`src/sv/ura_pkg.sv`:
```
`timescale 1ns / 1ps
`default_nettype none

package ura_pkg;

  localparam int MAX_SHOTS_DEF  = 8;
  localparam int COUNT_BITS_DEF = 16;

  localparam int DIST_W    = 10;
  localparam int SHOT_W    = 4;
  localparam int ALARM_W   = 2;
  localparam int CFG_DW    = 16;
  localparam int CFG_AW    = 3;
  localparam int SCALE_MUL = 17;
  localparam int SCALE_DIV = 1000;
  // 15 valid shots times the scale divisor fit in 14 bits, then shifted by the quotient width
  localparam int DEN_W     = 14 + DIST_W;

  localparam logic [2:0] PH_IDLE = 3'd0;
  localparam logic [2:0] PH_TRIG = 3'd1;
  localparam logic [2:0] PH_RISE = 3'd2;
  localparam logic [2:0] PH_HIGH = 3'd3;
  localparam logic [2:0] PH_GAP  = 3'd4;

  localparam logic [CFG_AW-1:0] REG_TRIGGER = 3'd0;
  localparam logic [CFG_AW-1:0] REG_TIMEOUT = 3'd1;
  localparam logic [CFG_AW-1:0] REG_GAP     = 3'd2;
  localparam logic [CFG_AW-1:0] REG_SHOTS   = 3'd3;
  localparam logic [CFG_AW-1:0] REG_NEAR    = 3'd4;
  localparam logic [CFG_AW-1:0] REG_MID     = 3'd5;
  localparam logic [CFG_AW-1:0] REG_FAR     = 3'd6;

  localparam logic [7:0]        RST_TRIGGER = 8'd15;
  localparam logic [15:0]       RST_TIMEOUT = 16'd50000;
  localparam logic [15:0]       RST_GAP     = 16'd10000;
  localparam logic [SHOT_W-1:0] RST_SHOTS   = 4'd5;
  localparam logic [DIST_W-1:0] RST_NEAR    = 10'd8;
  localparam logic [DIST_W-1:0] RST_MID     = 10'd15;
  localparam logic [DIST_W-1:0] RST_FAR     = 10'd25;

  typedef enum logic [4:0] {
    OP_NOP,
    OP_START,
    OP_BUMP,
    OP_TICK_ONE,
    OP_CLR_TICK,
    OP_PH_RISE,
    OP_PH_HIGH,
    OP_PH_GAP,
    OP_PH_TRIG,
    OP_PH_IDLE,
    OP_ACCUM,
    OP_NEXT,
    OP_DIV_INIT,
    OP_DEN_SHR,
    OP_DIV_STEP,
    OP_SAT,
    OP_ZERO_D,
    OP_STORE
  } op_e;

  typedef enum logic [3:0] {
    C_ALWAYS,
    C_START,
    C_ECHO,
    C_CNT_TRIG,
    C_CNT_TO,
    C_CNT_GAP,
    C_GAP_ZERO,
    C_SHOTS_DONE,
    C_VALID_ZERO,
    C_OVF,
    C_BIT_ZERO
  } cond_e;

  typedef struct packed {
    logic load;
    op_e  op;
  } ctl_t;

  typedef struct packed {
    logic [2:0] phase;
    logic       start;
    logic       echo;
    logic       cnt_trig;
    logic       cnt_to;
    logic       cnt_gap;
    logic       gap_zero;
    logic       shots_done;
    logic       valid_zero;
    logic       ovf;
    logic       bit_zero;
  } flags_t;

  typedef struct packed {
    logic [7:0]        trigger_ticks;
    logic [15:0]       echo_timeout;
    logic [15:0]       gap_ticks;
    logic [SHOT_W-1:0] shot_count;
    logic [DIST_W-1:0] near_limit;
    logic [DIST_W-1:0] mid_limit;
    logic [DIST_W-1:0] far_limit;
  } cfg_t;

endpackage

`default_nettype wire

```
`src/sv/ultrasonic_range_averager.sv`:
```
`timescale 1ns / 1ps
`default_nettype none

// channel  dir  handshake                  payload
// in       in   in_valid_i / in_ready_o    start_req_i, echo_i (one microsecond tick)
// out      out  out_valid_o / out_ready_i  trigger_o, busy_res_o, done_res_o,
//                                          distance_cm_o, good_shots_o, alarm_level_o
// cfg      in   cfg_we_i                   cfg_index_i, cfg_data_i
//
// Each tick is accepted, runs a microcode program, then waits in the result
// register until out_ready_i takes it. The last tick of a measurement is
// the long one: a 10-step restoring divide runs as a microcode loop.
// Reset clears the sequencer and measurement state and loads register defaults.
// No tick is accepted while a result waits on out_ready_i.

module ultrasonic_range_averager #(
  parameter int MAX_SHOTS  = ura_pkg::MAX_SHOTS_DEF,
  parameter int COUNT_BITS = ura_pkg::COUNT_BITS_DEF
) (
  input  wire logic                          clk_i,
  input  wire logic                          rst_ni,
  input  wire logic                          in_valid_i,
  output logic                               in_ready_o,
  input  wire logic                          start_req_i,
  input  wire logic                          echo_i,
  output logic                               out_valid_o,
  input  wire logic                          out_ready_i,
  output logic                               trigger_o,
  output logic                               busy_res_o,
  output logic                               done_res_o,
  output logic [ura_pkg::DIST_W-1:0]         distance_cm_o,
  output logic [ura_pkg::SHOT_W-1:0]         good_shots_o,
  output logic [ura_pkg::ALARM_W-1:0]        alarm_level_o,
  input  wire logic                          cfg_we_i,
  input  wire logic [ura_pkg::CFG_AW-1:0]    cfg_index_i,
  input  wire logic [ura_pkg::CFG_DW-1:0]    cfg_data_i
);

  ura_pkg::cfg_t   cfg;
  ura_pkg::ctl_t   ctl;
  ura_pkg::flags_t flags;

  ura_cfg u_cfg (
    .clk_i       (clk_i),
    .rst_ni      (rst_ni),
    .cfg_we_i    (cfg_we_i),
    .cfg_index_i (cfg_index_i),
    .cfg_data_i  (cfg_data_i),
    .cfg_o       (cfg)
  );

  ura_useq u_useq (
    .clk_i       (clk_i),
    .rst_ni      (rst_ni),
    .in_valid_i  (in_valid_i),
    .in_ready_o  (in_ready_o),
    .out_valid_o (out_valid_o),
    .out_ready_i (out_ready_i),
    .flags_i     (flags),
    .ctl_o       (ctl)
  );

  ura_dp #(
    .MAX_SHOTS  (MAX_SHOTS),
    .COUNT_BITS (COUNT_BITS)
  ) u_dp (
    .clk_i        (clk_i),
    .rst_ni       (rst_ni),
    .ctl_i        (ctl),
    .start_i      (start_req_i),
    .echo_i       (echo_i),
    .cfg_i        (cfg),
    .flags_o      (flags),
    .trigger_o    (trigger_o),
    .busy_o       (busy_res_o),
    .done_o       (done_res_o),
    .distance_o   (distance_cm_o),
    .good_shots_o (good_shots_o),
    .alarm_o      (alarm_level_o)
  );

endmodule

`default_nettype wire

```
`src/sv/ura_cfg.sv`:
```
`timescale 1ns / 1ps
`default_nettype none

module ura_cfg (
  input  wire logic                      clk_i,
  input  wire logic                      rst_ni,
  input  wire logic                      cfg_we_i,
  input  wire logic [ura_pkg::CFG_AW-1:0] cfg_index_i,
  input  wire logic [ura_pkg::CFG_DW-1:0] cfg_data_i,
  output ura_pkg::cfg_t                  cfg_o
);

  ura_pkg::cfg_t cfg_q;

  always_ff @(posedge clk_i or negedge rst_ni) begin
    if (!rst_ni) begin
      cfg_q.trigger_ticks <= ura_pkg::RST_TRIGGER;
      cfg_q.echo_timeout  <= ura_pkg::RST_TIMEOUT;
      cfg_q.gap_ticks     <= ura_pkg::RST_GAP;
      cfg_q.shot_count    <= ura_pkg::RST_SHOTS;
      cfg_q.near_limit    <= ura_pkg::RST_NEAR;
      cfg_q.mid_limit     <= ura_pkg::RST_MID;
      cfg_q.far_limit     <= ura_pkg::RST_FAR;
    end else if (cfg_we_i) begin
      unique case (cfg_index_i)
        ura_pkg::REG_TRIGGER: cfg_q.trigger_ticks <= cfg_data_i[7:0];
        ura_pkg::REG_TIMEOUT: cfg_q.echo_timeout  <= cfg_data_i[15:0];
        ura_pkg::REG_GAP:     cfg_q.gap_ticks     <= cfg_data_i[15:0];
        ura_pkg::REG_SHOTS:   cfg_q.shot_count    <= cfg_data_i[ura_pkg::SHOT_W-1:0];
        ura_pkg::REG_NEAR:    cfg_q.near_limit    <= cfg_data_i[ura_pkg::DIST_W-1:0];
        ura_pkg::REG_MID:     cfg_q.mid_limit     <= cfg_data_i[ura_pkg::DIST_W-1:0];
        ura_pkg::REG_FAR:     cfg_q.far_limit     <= cfg_data_i[ura_pkg::DIST_W-1:0];
        default: ;
      endcase
    end
  end

  assign cfg_o = cfg_q;

endmodule

`default_nettype wire

```
`src/sv/ura_useq.sv`:
```
`timescale 1ns / 1ps
`default_nettype none

module ura_useq (
  input  wire logic  clk_i,
  input  wire logic  rst_ni,
  input  wire logic  in_valid_i,
  output logic       in_ready_o,
  output logic       out_valid_o,
  input  wire logic  out_ready_i,
  input  wire ura_pkg::flags_t flags_i,
  output ura_pkg::ctl_t   ctl_o
);

  localparam int UPC_W = 5;

  typedef struct packed {
    ura_pkg::op_e   op;
    ura_pkg::cond_e cond;
    logic           inv;
    logic [UPC_W-1:0] tgt;
    logic           fin;
  } ucw_t;

  localparam logic [1:0] S_IDLE = 2'd0;
  localparam logic [1:0] S_RUN  = 2'd1;
  localparam logic [1:0] S_OUT  = 2'd2;

  localparam logic [UPC_W-1:0] A_IDLE  = 5'd0;
  localparam logic [UPC_W-1:0] A_TRIG  = 5'd2;
  localparam logic [UPC_W-1:0] A_RISE  = 5'd5;
  localparam logic [UPC_W-1:0] A_RLOW  = 5'd9;
  localparam logic [UPC_W-1:0] A_END   = 5'd11;
  localparam logic [UPC_W-1:0] A_HIGH  = 5'd12;
  localparam logic [UPC_W-1:0] A_ACC   = 5'd16;
  localparam logic [UPC_W-1:0] A_FIN   = 5'd17;
  localparam logic [UPC_W-1:0] A_GAP   = 5'd19;
  localparam logic [UPC_W-1:0] A_NEXT  = 5'd21;
  localparam logic [UPC_W-1:0] A_RES   = 5'd24;
  localparam logic [UPC_W-1:0] A_LOOP  = 5'd27;
  localparam logic [UPC_W-1:0] A_STORE = 5'd28;
  localparam logic [UPC_W-1:0] A_SAT   = 5'd29;
  localparam logic [UPC_W-1:0] A_ZERO  = 5'd30;
  localparam logic [UPC_W-1:0] A_BAD   = 5'd31;

  function automatic ucw_t w_step(input ura_pkg::op_e op);
    ucw_t w;
    w.op   = op;
    w.cond = ura_pkg::C_ALWAYS;
    w.inv  = 1'b1;
    w.tgt  = '0;
    w.fin  = 1'b0;
    return w;
  endfunction

  function automatic ucw_t w_jmp(input ura_pkg::op_e op, input ura_pkg::cond_e c,
                                 input logic inv, input logic [UPC_W-1:0] tgt);
    ucw_t w;
    w.op   = op;
    w.cond = c;
    w.inv  = inv;
    w.tgt  = tgt;
    w.fin  = 1'b0;
    return w;
  endfunction

  function automatic ucw_t w_fin(input ura_pkg::op_e op);
    ucw_t w;
    w.op   = op;
    w.cond = ura_pkg::C_ALWAYS;
    w.inv  = 1'b0;
    w.tgt  = '0;
    w.fin  = 1'b1;
    return w;
  endfunction

  function automatic ucw_t rom_word(input logic [UPC_W-1:0] a);
    ucw_t w;
    unique case (a)
      A_IDLE:         w = w_jmp(ura_pkg::OP_NOP, ura_pkg::C_START, 1'b1, A_END);
      A_IDLE + 5'd1:  w = w_fin(ura_pkg::OP_START);
      A_TRIG:         w = w_step(ura_pkg::OP_BUMP);
      A_TRIG + 5'd1:  w = w_jmp(ura_pkg::OP_NOP, ura_pkg::C_CNT_TRIG, 1'b1, A_END);
      A_TRIG + 5'd2:  w = w_fin(ura_pkg::OP_PH_RISE);
      A_RISE:         w = w_jmp(ura_pkg::OP_NOP, ura_pkg::C_ECHO, 1'b1, A_RLOW);
      A_RISE + 5'd1:  w = w_step(ura_pkg::OP_TICK_ONE);
      A_RISE + 5'd2:  w = w_jmp(ura_pkg::OP_NOP, ura_pkg::C_CNT_TO, 1'b0, A_FIN);
      A_RISE + 5'd3:  w = w_fin(ura_pkg::OP_PH_HIGH);
      A_RLOW:         w = w_step(ura_pkg::OP_BUMP);
      A_RLOW + 5'd1:  w = w_jmp(ura_pkg::OP_NOP, ura_pkg::C_CNT_TO, 1'b0, A_FIN);
      A_END:          w = w_fin(ura_pkg::OP_NOP);
      A_HIGH:         w = w_jmp(ura_pkg::OP_NOP, ura_pkg::C_ECHO, 1'b1, A_ACC);
      A_HIGH + 5'd1:  w = w_step(ura_pkg::OP_BUMP);
      A_HIGH + 5'd2:  w = w_jmp(ura_pkg::OP_NOP, ura_pkg::C_CNT_TO, 1'b0, A_FIN);
      A_HIGH + 5'd3:  w = w_fin(ura_pkg::OP_NOP);
      A_ACC:          w = w_step(ura_pkg::OP_ACCUM);
      // end of shot: clear the count, skip the gap when it is zero
      A_FIN:          w = w_jmp(ura_pkg::OP_CLR_TICK, ura_pkg::C_GAP_ZERO, 1'b0, A_NEXT);
      A_FIN + 5'd1:   w = w_fin(ura_pkg::OP_PH_GAP);
      A_GAP:          w = w_step(ura_pkg::OP_BUMP);
      A_GAP + 5'd1:   w = w_jmp(ura_pkg::OP_NOP, ura_pkg::C_CNT_GAP, 1'b1, A_END);
      A_NEXT:         w = w_step(ura_pkg::OP_NEXT);
      A_NEXT + 5'd1:  w = w_jmp(ura_pkg::OP_NOP, ura_pkg::C_SHOTS_DONE, 1'b0, A_RES);
      A_NEXT + 5'd2:  w = w_fin(ura_pkg::OP_PH_TRIG);
      A_RES:          w = w_jmp(ura_pkg::OP_PH_IDLE, ura_pkg::C_VALID_ZERO, 1'b0, A_ZERO);
      A_RES + 5'd1:   w = w_step(ura_pkg::OP_DIV_INIT);
      A_RES + 5'd2:   w = w_jmp(ura_pkg::OP_DEN_SHR, ura_pkg::C_OVF, 1'b0, A_SAT);
      // one quotient bit per step, MSB first
      A_LOOP:         w = w_jmp(ura_pkg::OP_DIV_STEP, ura_pkg::C_BIT_ZERO, 1'b1, A_LOOP);
      A_STORE:        w = w_fin(ura_pkg::OP_STORE);
      A_SAT:          w = w_jmp(ura_pkg::OP_SAT, ura_pkg::C_ALWAYS, 1'b0, A_STORE);
      A_ZERO:         w = w_jmp(ura_pkg::OP_ZERO_D, ura_pkg::C_ALWAYS, 1'b0, A_STORE);
      default:        w = w_fin(ura_pkg::OP_PH_IDLE);
    endcase
    return w;
  endfunction

  function automatic logic [UPC_W-1:0] entry_of(input logic [2:0] ph);
    logic [UPC_W-1:0] a;
    unique case (ph)
      ura_pkg::PH_IDLE: a = A_IDLE;
      ura_pkg::PH_TRIG: a = A_TRIG;
      ura_pkg::PH_RISE: a = A_RISE;
      ura_pkg::PH_HIGH: a = A_HIGH;
      ura_pkg::PH_GAP:  a = A_GAP;
      default:          a = A_BAD;
    endcase
    return a;
  endfunction

  logic [1:0]       state_q, state_d;
  logic [UPC_W-1:0] upc_q, upc_d;
  ucw_t             word;
  logic             cond_hit;
  logic             take;

  assign word = rom_word(upc_q);

  always_comb begin
    unique case (word.cond)
      ura_pkg::C_ALWAYS:     cond_hit = 1'b1;
      ura_pkg::C_START:      cond_hit = flags_i.start;
      ura_pkg::C_ECHO:       cond_hit = flags_i.echo;
      ura_pkg::C_CNT_TRIG:   cond_hit = flags_i.cnt_trig;
      ura_pkg::C_CNT_TO:     cond_hit = flags_i.cnt_to;
      ura_pkg::C_CNT_GAP:    cond_hit = flags_i.cnt_gap;
      ura_pkg::C_GAP_ZERO:   cond_hit = flags_i.gap_zero;
      ura_pkg::C_SHOTS_DONE: cond_hit = flags_i.shots_done;
      ura_pkg::C_VALID_ZERO: cond_hit = flags_i.valid_zero;
      ura_pkg::C_OVF:        cond_hit = flags_i.ovf;
      ura_pkg::C_BIT_ZERO:   cond_hit = flags_i.bit_zero;
      default:               cond_hit = 1'b0;
    endcase
  end

  assign take = cond_hit ^ word.inv;

  always_comb begin
    state_d    = state_q;
    upc_d      = upc_q;
    ctl_o.load = 1'b0;
    ctl_o.op   = ura_pkg::OP_NOP;
    unique case (state_q)
      S_IDLE: begin
        if (in_valid_i) begin
          ctl_o.load = 1'b1;
          state_d    = S_RUN;
          upc_d      = entry_of(flags_i.phase);
        end
      end
      S_RUN: begin
        ctl_o.op = word.op;
        if (word.fin) begin
          state_d = S_OUT;
        end else if (take) begin
          upc_d = word.tgt;
        end else begin
          upc_d = upc_q + 1'b1;
        end
      end
      S_OUT: begin
        if (out_ready_i) state_d = S_IDLE;
      end
      default: state_d = S_IDLE;
    endcase
  end

  always_ff @(posedge clk_i or negedge rst_ni) begin
    if (!rst_ni) begin
      state_q <= S_IDLE;
      upc_q   <= A_IDLE;
    end else begin
      state_q <= state_d;
      upc_q   <= upc_d;
    end
  end

  assign in_ready_o  = (state_q == S_IDLE);
  assign out_valid_o = (state_q == S_OUT);

  a_no_overlap: assert property (@(posedge clk_i) disable iff (!rst_ni)
    !(in_ready_o && out_valid_o))
    else $error("request taken while a result is held");

  a_accept_runs: assert property (@(posedge clk_i) disable iff (!rst_ni)
    (in_valid_i && in_ready_o) |=> (state_q == S_RUN))
    else $error("accepted request did not start the program");

  a_fin_shows: assert property (@(posedge clk_i) disable iff (!rst_ni)
    (state_q == S_RUN && word.fin) |=> out_valid_o)
    else $error("finished program did not present a result");

endmodule

`default_nettype wire

```
`src/sv/ura_dp.sv`:
```
`timescale 1ns / 1ps
`default_nettype none

module ura_dp #(
  parameter int MAX_SHOTS  = ura_pkg::MAX_SHOTS_DEF,
  parameter int COUNT_BITS = ura_pkg::COUNT_BITS_DEF
) (
  input  wire logic                          clk_i,
  input  wire logic                          rst_ni,
  input  wire ura_pkg::ctl_t                 ctl_i,
  input  wire logic                          start_i,
  input  wire logic                          echo_i,
  input  wire ura_pkg::cfg_t                 cfg_i,
  output ura_pkg::flags_t                    flags_o,
  output logic                               trigger_o,
  output logic                               busy_o,
  output logic                               done_o,
  output logic [ura_pkg::DIST_W-1:0]         distance_o,
  output logic [ura_pkg::SHOT_W-1:0]         good_shots_o,
  output logic [ura_pkg::ALARM_W-1:0]        alarm_o
);

  localparam int CNT_W  = COUNT_BITS;
  localparam int LIM_W  = (COUNT_BITS > ura_pkg::CFG_DW) ? COUNT_BITS : ura_pkg::CFG_DW;
  localparam int SUM_W  = COUNT_BITS + $clog2(MAX_SHOTS);
  localparam int NUM_W  = SUM_W + $clog2(ura_pkg::SCALE_MUL + 1);
  localparam int DIV_W  = (NUM_W > ura_pkg::DEN_W) ? NUM_W : ura_pkg::DEN_W;
  localparam int BASE_W = ura_pkg::DEN_W - ura_pkg::DIST_W;
  localparam int BIT_W  = $clog2(ura_pkg::DIST_W);
  localparam int DW     = ura_pkg::DIST_W;
  localparam int SW     = ura_pkg::SHOT_W;
  localparam logic [SW:0] SHOT_MAX = (SW + 1)'(MAX_SHOTS);

  localparam logic [ura_pkg::ALARM_W-1:0] ALARM_CLEAR = 2'd0;
  localparam logic [ura_pkg::ALARM_W-1:0] ALARM_FAR   = 2'd1;
  localparam logic [ura_pkg::ALARM_W-1:0] ALARM_MID   = 2'd2;
  localparam logic [ura_pkg::ALARM_W-1:0] ALARM_NEAR  = 2'd3;

  logic [2:0]                     phase_q, phase_d;
  logic [CNT_W-1:0]               tick_q, tick_d;
  logic [SW-1:0]                  shot_q, shot_d;
  logic [SUM_W-1:0]               sum_q, sum_d;
  logic [SW-1:0]                  valid_q, valid_d;
  logic [DW-1:0]                  dist_q, dist_d;
  logic [ura_pkg::ALARM_W-1:0]    alarm_q, alarm_d;
  logic                           done_q, done_d;
  logic                           start_q, echo_q;
  logic [DIV_W-1:0]               rem_q, rem_d;
  logic [DIV_W-1:0]               den_q, den_d;
  logic [DW-1:0]                  quo_q, quo_d;
  logic [BIT_W-1:0]               bit_q, bit_d;

  logic [LIM_W-1:0]  tick_ext;
  logic [LIM_W-1:0]  trig_lim;
  logic [LIM_W-1:0]  to_lim;
  logic              cnt_full;
  logic [SW:0]       shots_req;
  logic [SW:0]       shots_want;
  logic [BASE_W-1:0] den_base;
  logic              rem_ge;
  logic [ura_pkg::ALARM_W-1:0] alarm_new;

  assign tick_ext = LIM_W'(tick_q);
  assign cnt_full = &tick_q;
  assign trig_lim = (cfg_i.trigger_ticks == '0) ? LIM_W'(1) : LIM_W'(cfg_i.trigger_ticks);
  assign to_lim   = (cfg_i.echo_timeout == '0) ? LIM_W'(1) : LIM_W'(cfg_i.echo_timeout);

  // clamp requested shots to 1..MAX_SHOTS
  assign shots_req  = {1'b0, cfg_i.shot_count};
  assign shots_want = (shots_req == '0) ? (SW + 1)'(1) :
                      (shots_req > SHOT_MAX) ? SHOT_MAX : shots_req;

  assign den_base = BASE_W'(valid_q) * BASE_W'(ura_pkg::SCALE_DIV);
  assign rem_ge   = (rem_q >= den_q);

  // nested thresholds: each level needs all lower ones to hold too
  always_comb begin
    if (quo_q > cfg_i.far_limit) begin
      alarm_new = ALARM_CLEAR;
    end else if (quo_q > cfg_i.mid_limit) begin
      alarm_new = ALARM_FAR;
    end else if (quo_q > cfg_i.near_limit) begin
      alarm_new = ALARM_MID;
    end else begin
      alarm_new = ALARM_NEAR;
    end
  end

  always_comb begin
    flags_o.phase      = phase_q;
    flags_o.start      = start_q;
    flags_o.echo       = echo_q;
    flags_o.cnt_trig   = (tick_ext >= trig_lim) || cnt_full;
    flags_o.cnt_to     = (tick_ext >= to_lim) || cnt_full;
    flags_o.cnt_gap    = (tick_ext >= LIM_W'(cfg_i.gap_ticks)) || cnt_full;
    flags_o.gap_zero   = (cfg_i.gap_ticks == '0);
    flags_o.shots_done = ({1'b0, shot_q} >= shots_want);
    flags_o.valid_zero = (valid_q == '0);
    flags_o.ovf        = rem_ge;
    flags_o.bit_zero   = (bit_q == '0);
  end

  always_comb begin
    phase_d = phase_q;
    tick_d  = tick_q;
    shot_d  = shot_q;
    sum_d   = sum_q;
    valid_d = valid_q;
    dist_d  = dist_q;
    alarm_d = alarm_q;
    done_d  = done_q;
    rem_d   = rem_q;
    den_d   = den_q;
    quo_d   = quo_q;
    bit_d   = bit_q;
    if (ctl_i.load) done_d = 1'b0;
    unique case (ctl_i.op)
      ura_pkg::OP_NOP: ;
      ura_pkg::OP_START: begin
        phase_d = ura_pkg::PH_TRIG;
        tick_d  = '0;
        shot_d  = '0;
        sum_d   = '0;
        valid_d = '0;
      end
      ura_pkg::OP_BUMP: begin
        if (!cnt_full) tick_d = tick_q + 1'b1;
      end
      ura_pkg::OP_TICK_ONE: tick_d = CNT_W'(1);
      ura_pkg::OP_CLR_TICK: tick_d = '0;
      ura_pkg::OP_PH_RISE: begin
        phase_d = ura_pkg::PH_RISE;
        tick_d  = '0;
      end
      ura_pkg::OP_PH_HIGH: phase_d = ura_pkg::PH_HIGH;
      ura_pkg::OP_PH_GAP:  phase_d = ura_pkg::PH_GAP;
      ura_pkg::OP_PH_TRIG: phase_d = ura_pkg::PH_TRIG;
      ura_pkg::OP_PH_IDLE: phase_d = ura_pkg::PH_IDLE;
      ura_pkg::OP_ACCUM: begin
        sum_d   = sum_q + SUM_W'(tick_q);
        valid_d = valid_q + 1'b1;
      end
      ura_pkg::OP_NEXT: begin
        shot_d = shot_q + 1'b1;
        tick_d = '0;
      end
      ura_pkg::OP_DIV_INIT: begin
        rem_d = DIV_W'(sum_q) * DIV_W'(ura_pkg::SCALE_MUL);
        den_d = DIV_W'(den_base) << DW;
        bit_d = BIT_W'(DW - 1);
        quo_d = '0;
      end
      ura_pkg::OP_DEN_SHR: den_d = den_q >> 1;
      ura_pkg::OP_DIV_STEP: begin
        if (rem_ge) rem_d = rem_q - den_q;
        quo_d = {quo_q[DW-2:0], rem_ge};
        den_d = den_q >> 1;
        bit_d = bit_q - 1'b1;
      end
      ura_pkg::OP_SAT:    quo_d = '1;
      ura_pkg::OP_ZERO_D: quo_d = '0;
      ura_pkg::OP_STORE: begin
        dist_d  = quo_q;
        alarm_d = alarm_new;
        done_d  = 1'b1;
      end
      default: ;
    endcase
  end

  always_ff @(posedge clk_i or negedge rst_ni) begin
    if (!rst_ni) begin
      phase_q <= ura_pkg::PH_IDLE;
      tick_q  <= '0;
      shot_q  <= '0;
      sum_q   <= '0;
      valid_q <= '0;
      dist_q  <= '0;
      alarm_q <= ALARM_CLEAR;
      done_q  <= 1'b0;
    end else begin
      phase_q <= phase_d;
      tick_q  <= tick_d;
      shot_q  <= shot_d;
      sum_q   <= sum_d;
      valid_q <= valid_d;
      dist_q  <= dist_d;
      alarm_q <= alarm_d;
      done_q  <= done_d;
    end
  end

  always_ff @(posedge clk_i) begin
    if (ctl_i.load) begin
      start_q <= start_i;
      echo_q  <= echo_i;
    end
    rem_q <= rem_d;
    den_q <= den_d;
    quo_q <= quo_d;
    bit_q <= bit_d;
  end

  assign trigger_o    = (phase_q == ura_pkg::PH_TRIG);
  assign busy_o       = (phase_q != ura_pkg::PH_IDLE);
  assign done_o       = done_q;
  assign distance_o   = dist_q;
  assign good_shots_o = valid_q;
  assign alarm_o      = alarm_q;

  a_done_idle: assert property (@(posedge clk_i) disable iff (!rst_ni)
    done_q |-> (phase_q == ura_pkg::PH_IDLE))
    else $error("done flagged while a measurement is running");

  a_done_src: assert property (@(posedge clk_i) disable iff (!rst_ni)
    $rose(done_q) |-> $past(ctl_i.op == ura_pkg::OP_STORE))
    else $error("done raised without a result store");

endmodule

`default_nettype wire

```
`config.mk`:
```
export PLATFORM = sky130hd
export DESIGN_NAME = ultrasonic_range_averager
export DESIGN_NICKNAME = d
export VERILOG_FILES = /design/src/sv/ura_pkg.sv /design/src/sv/ultrasonic_range_averager.sv /design/src/sv/ura_cfg.sv /design/src/sv/ura_useq.sv /design/src/sv/ura_dp.sv
export SDC_FILE = /design/constraint.sdc
export NUM_CORES = 1
export LEC_CHECK = 0
export ABC_AREA = 1
export BUFFER_PORTS_ARGS = -buffer_cell sky130_fd_sc_hd__buf_2
export CAP_MARGIN = 20
export CORE_MARGIN = 2
export CORE_UTILIZATION = 30
export DETAILED_ROUTE_END_ITERATION = 10
export HOLD_SLACK_MARGIN = 0.12
export PLACE_DENSITY = 0.49
export SYNTH_ARGS = -nofsm -noshare
export SYNTH_HDL_FRONTEND = slang
export SYNTH_SLANG_ARGS = --single-unit
```
`constraint.sdc`:
```
create_clock -name clk_i -period 5.4 [get_ports clk_i]
set_clock_uncertainty 0.1 [all_clocks]
set_input_delay 1.08 -clock clk_i [delete_from_list [all_inputs] [get_ports clk_i]]
set_output_delay 1.08 -clock clk_i [all_outputs]
set_load 0.02 [all_outputs]
```
Yosys cells after proc, flatten, opt, wreduce, memory -nomap -nowiden
Memory sizes are Yosys's and may differ from the RTL's.
Index checks and enable logic that the tools add are counted.
{"block": "word_totals", "out_inout_bits": 21, "memories": 1, "ramBits": 0, "latchBits": 0, "register_bits": 204, "inputBits": 26, "mem_bits_ro": 512, "elab_cells": 160}
{"block": "classes", "bitwise_logic": 1, "mux": 33, "n_div": 0, "n_lt_le_gt_ge": 9, "multipliers": 2, "add_sub_neg": 7, "reduce_logical": 39, "n_eq_ne": 45, "shifts": 0}
{"name": "(no name shown)", "depth": 32, "width": 16, "rd": 1, "rd_clocked_by_memory_dff": 0, "write_ports": 0, "line": "ura_useq.sv:79", "text": "unique case (a)"}
{"op": "24-bit case mux with 2 select lines", "n": 2}
{"op": "16-bit greater-or-equal comparator", "n": 3}
{"op": "16-bit case mux with 3 select lines", "n": 1}
{"op": "5-bit by 4-bit == test with 1-bit output (second input constant)", "n": 8}
{"op": "19-bit case mux with 2 select lines", "n": 1}
{"op": "16-bit zero test", "n": 2}
{"op": "16-bit two-way mux", "n": 2}
{"op": "10-bit greater-than comparator", "n": 3}
{"op": "10-bit case mux with 3 select lines", "n": 1}
{"op": "5-bit two-way mux", "n": 5}
{"op": "5-bit case mux with 5 select lines", "n": 1}
{"op": "24-bit greater-or-equal comparator", "n": 1}
{"op": "19-bit by 5-bit multiplier with 24-bit output (second input constant)", "n": 1}
{"op": "24-bit two-way mux", "n": 1}
{"op": "4-bit case mux with 2 select lines", "n": 3}
{"op": "24-bit subtractor", "n": 1}
{"op": "5-bit by 3-bit == test with 1-bit output (second input constant)", "n": 4}
{"op": "19-bit by 16-bit adder with 19-bit output", "n": 1}
{"op": "2-bit AND reduction", "n": 9}
{"op": "16-bit by 1-bit adder with 16-bit output (second input constant)", "n": 1}
{"op": "4-bit by 3-bit == test with 1-bit output (second input constant)", "n": 4}
{"op": "16-bit AND reduction", "n": 1}
{"op": "3-bit case mux with 5 select lines", "n": 1}
{"op": "3-bit by 2-bit == test with 1-bit output (second input constant)", "n": 4}
{"op": "other kinds (38)", "n": 75}

Depth between registers and ports, before layout
{"block": "depth", "depth_word": 9, "mapped_depth": 20, "mapped_depth_nobuf": 20}

By module
From an unflattened synthesis, not the netlist that was laid out.
{"block": "hier_totals", "cells_unflattened": 2243, "area_unflattened_um2": 16193.0}
{"mod": "ura_dp", "area_per_inst_um2": 11798.8, "n_inst": 1, "seq_area_each_um2": 3398.3, "cells_each": 1692}
{"mod": "ura_cfg", "area_per_inst_um2": 3005.4, "n_inst": 1, "seq_area_each_um2": 1883.1, "cells_each": 330}
{"mod": "ura_useq", "area_per_inst_um2": 1388.8, "n_inst": 1, "seq_area_each_um2": 175.2, "cells_each": 221}

Worst setup path before layout
OpenSTA, ideal clock, no wires.
{"block": "synth_timing", "path_kind": "reg2reg", "startpoint": "register u_useq.upc_q[1]", "endpoint": "register u_dp.rem_q[0], enable pin", "slack_ns": 1.659, "stages_incl_launch_ff": 14, "t_arrival_ns": 3.227, "cell_sequence": "dfrtp_1 inv_1 ha_1 inv_2 nand2_2 a21oi_1 o21ai_1 nand3_4 nor2_1 inv_2 nor2_4 inv_2 clkbuf_1 o22ai_1"}
{"block": "synth_between", "elab_chain_cells": 5, "word_cells_on_any_way": 7}
{"element": "start, declared", "line": "ura_useq.sv:132", "text": "logic [UPC_W-1:0] upc_q, upc_d;"}
{"element": "start signal, assigned", "line": "ura_useq.sv:194", "text": "upc_q <= upc_d;"}
{"element": "memory read 32 x 16 bit (*)"}
{"element": "5-bit two-way mux (*)", "line": "ura_useq.sv:163", "text": "unique case (state_q)"}
{"element": "5-bit by 4-bit == test with 1-bit output", "line": "ura_dp.sv:117", "text": "unique case (ctl_i.op)"}
{"element": "2-bit by 1-bit inequality test with 1-bit output (no source line) / 2-bit nonzero test (equally long branches)"}
{"element": "2-bit AND reduction (no source line) (*)"}
{"element": "end signal, assigned", "line": "ura_dp.sv:198", "text": "rem_q <= rem_d;"}
{"element": "end, declared", "line": "ura_dp.sv:48", "text": "logic [DIV_W-1:0] rem_q, rem_d;"}
Mark *: on every way between the ends. The rest lies on a longest branch, timed or not.
A chain may end at the register's enable or synchronous reset.

Final worst setup path
{"block": "layout_timing", "startpoint": "register u_useq.upc_q[0]", "endpoint": "register u_dp.rem_q[0], enable pin"}
The elaborated chain is that of the path after synthesis.

==> results.md <==
- Die height: 226 um
- Synth Area per Inst: 7.80 sq um
- Post-Route WL: 39.0 mm
- Drt pass-1 iters: 5
- Outcome: finished, final reports clean
- Via/cell ratio: 4.70
- FP Rows: 81
- Hold/Removal Path Class: flip-flop to flip-flop
- Worst vdd ir: 160 uV
- Vias: 12,303
- CTS sink cnt: 204
- Reg clk slew, reported paths: 0.06 ns
- Gr usage total: 0.156
- Hold violation total from the final report: 0
- Remaining Overflow, GRT: 0
- HPWL after detailed placement: 29.4 mm
- FF+latch count, synth: 204
- Post-synth EDFFs: 64
- Cts hold-fix bufs: 0
- RSZ-0062 raised after global routing: no
- Most used cell, CP: nand2_1
- Async set-or-reset flop fraction in the synthesized netlist: 0.686
- Slew @ Worst Pin: 0.914 ns
- Area delta synth->final: 12.1%
- Setup violations, final: 0
- DRT antenna net count: 0
- IO buf count: 46
- Iter 0 DRT Violations: 717
- Antenna fix cells: 0
- Post-CTS sizing: 0
- Setup TNS: 0 ns
- Pin count of the biggest net entering global routing: 68
- Clock Path Buffers: 3
- Vias in the first global route: 12,208
- Core ar.: 0.0488 sq mm
- Layout Utilization: 0.340
- Tot Pwr: 0.00627 W
- CTS tree: done
- CP Buf/Inv Count: 5
- Syn Inst Count: 1,896
- Clk root buf: clkbuf_16
- Required time of the critical path: 5.51 ns
- Setup crit end kind: flip-flop
- Max-cap violations: 0
- Power per cell area: 378 mW/mm^2
- DRC violations left: 0
- Max stage delay cell, worst path: nor2_4
- Worst-Skew Late Latency: 0.55 ns
- Die Span X: 226 um
- Sequential share of the synthesized area: 0.369
- Initial antenna violation count: 0
- Slew HR: 0.389
- Leakage power: 8.27 nW
- Delay-heaviest family, CP: buffers and inverters
- Global-route wire length before repair: 63.9 mm
- Max Freq: 268 MHz
- Final period util: 0.690
- Initial Util: 0.303
- Gpl congestion: 0.831
- # IOs: 47
- Setup Buffers After CTS: 0
- Crit path largest cell delay: 0.47 ns
- Post-synthesis cell area: 0.0148 sq mm
- H-Tree Depth: 1
- Distinct cells, synth: 59
- Critical path launch point type: flip-flop
- Critical path peak fanout: 28
- WL/cell: 14.9 um
- Crit path arrival time: 3.84 ns
- Layout cell share with drive strength beyond 1: 0.0875
- Ys flop type: dfrtp_1
- Crit-path cells: inv_1, ha_1, inv_1, o21ai_1, nand2_1, nand2_1, nand2_1, nor2_1, inv_2, nor2_4, inv_2, o22ai_2, buf_4
- Final #Nets: 2,141
- Crit path kind: flip-flop to flip-flop
- Slew Viols, Final: 0
- Tmin final: 3.73 ns
- Syn Nets: 2,102
- Yosys Warn Count: 0
- CTS buffer count: 26
- Total die area: 0.0511 sq mm
sequential cells by signal (all words and copies together), names as in the netlist, 3 cells and up:
register           flops
u_cfg.cfg_o           74
u_dp.tick_ext         16
u_dp.bit_q             4
u_dp.shot_q            4
u_dp.rem_q            24
u_dp.quo_q            10
u_dp.sum_q            19
u_dp.distance_o       10
u_useq.upc_q           5
u_dp.good_shots_o      4
u_dp.den_q            24
u_dp.phase_q           3
final cells by class:
cell class,instances,area (sq um)
fillers,5257,32300
multi-input cells,1379,8090
flip-flops and latches,204,5460
inverters,273,1030
well taps,664,831
clock buffers,41,821
repair buffers,51,274
clock inverters,7,88.8
per-layer routing:
metal  global-route usage  vias to the layer above  wire [um]  part of all wire
li1                     -                     6328          -                 -
met5                    0                        -          0                 0
met3               0.0189                       53       1270             0.032
met4               0.0354                        0        791             0.020
met2                0.268                      199      18400              0.47
met1                0.209                     5723      18600              0.48
per-stage QoR:
stage / setup slack (ns) / cell area [sq um] / cells / hold WS, ns
2_1_floorplan: 1.66 / 14800 / 1896 / 0.353
3_3_place_gp: 1.73 / 15700 / 2571 / 0.363
3_5_place_dp: 1.63 / 15700 / 2571 / 0.372
4_1_cts: 1.63 / 16600 / 2619 / 0.389
5_1_grt: 1.26 / 16600 / 2619 / 0.402
6_report: 1.67 / 16600 / 2619 / 0.384
Yosys cell counts (4+ instances only):
master	count	share of area
dfrtp_1	115	0.19
edfxtp_1	64	0.13
o21ai_1	24	0.0081
dfstp_2	25	0.044
nand2_1	463	0.12
a21o_1	7	0.0036
nor4_1	8	0.0034
o21bai_1	4	0.0020
o31ai_1	4	0.0020
fa_1	10	0.014
nor2_2	6	0.0025
buf_4	5	0.0025
nor2_1	153	0.039
o21a_1	4	0.0020
a21boi_0	4	0.0020
a21oi_1	112	0.038
buf_2	10	0.0034
buf_6	6	0.0046
o21ai_0	173	0.059
o22ai_1	4	0.0017
clkbuf_1	19	0.0048
nand3b_1	7	0.0036
nand2_2	11	0.0047
ha_1	170	0.14
inv_1	257	0.065
inv_2	13	0.0033
xor2_1	38	0.022
nand4_1	21	0.0089
a31oi_1	8	0.0034
nor3_1	13	0.0044
xnor2_1	14	0.0083
nand3_1	78	0.026
o211ai_1	5	0.0025
where the power goes:
part / total, W / switching (W) / internal (W)
sequential: 0.00211 / 0.000251 / 0.00186
combinational: 0.00232 / 0.00157 / 0.000753
clock: 0.00184 / 0.000703 / 0.00114
path summary, 6_finish.rpt:
path                       slack, ns            start                 end  depth (start not counted)
max in group asynchronous       3.74           rst_ni     u_cfg.cfg_o[56]                          2
min in group asynchronous       0.45           rst_ni  u_dp.distance_o[2]                          1
max                             1.67  u_useq.upc_q[0]       u_dp.rem_q[0]                         13
min                             0.38      u_dp.done_o         u_dp.done_o                          2
min reg2reg                     0.38      u_dp.done_o         u_dp.done_o                          2
max reg2reg                     1.67  u_useq.upc_q[0]       u_dp.rem_q[0]                         13
kinds of logic (layout without fill, tap and decap cells):
group | count (synthesis) | after routing | share of synthesized area
AND/OR/NAND/NOR | 775 | 775 | 0.219
AO/OA/AOI/OAI | 372 | 372 | 0.139
adder cells (fa/ha/maj) | 180 | 180 | 0.157
flip-flops | 204 | 204 | 0.369
buffers and inverters | 313 | 372 | 0.0849
XOR/XNOR | 52 | 52 | 0.0308
cell usage in the layout, fill, tap and decap left out, types with 8 or more instances in the layout:
| cell | synthesis | layout |
|---|---|---|
| fa_1 | 10 | 10 |
| inv_1 | 257 | 257 |
| nor3_1 | 13 | 13 |
| nand3_1 | 78 | 78 |
| clkbuf_16 | 0 | 29 |
| nand4_1 | 21 | 21 |
| edfxtp_1 | 64 | 64 |
| nor4_1 | 8 | 8 |
| nand2_2 | 11 | 11 |
| o21ai_1 | 24 | 24 |
| dfstp_2 | 25 | 25 |
| nand2_1 | 463 | 463 |
| xor2_1 | 38 | 38 |
| inv_2 | 13 | 13 |
| a21oi_1 | 112 | 112 |
| ha_1 | 170 | 170 |
| o21ai_0 | 173 | 173 |
| dfrtp_1 | 115 | 115 |
| buf_2 | 10 | 45 |
| xnor2_1 | 14 | 14 |
| nor2_1 | 153 | 152 |
| a31oi_1 | 8 | 8 |
worst reg2reg max path, delay by kind of cell (launching register included):
kind,cells,cell delay (ns)
simple gates,5,0.96
buf+inv,5,1.09
compound gates,2,0.47
flops,1,0.44
fa+ha+maj,1,0.31
(Power assumes the default switching activity.)
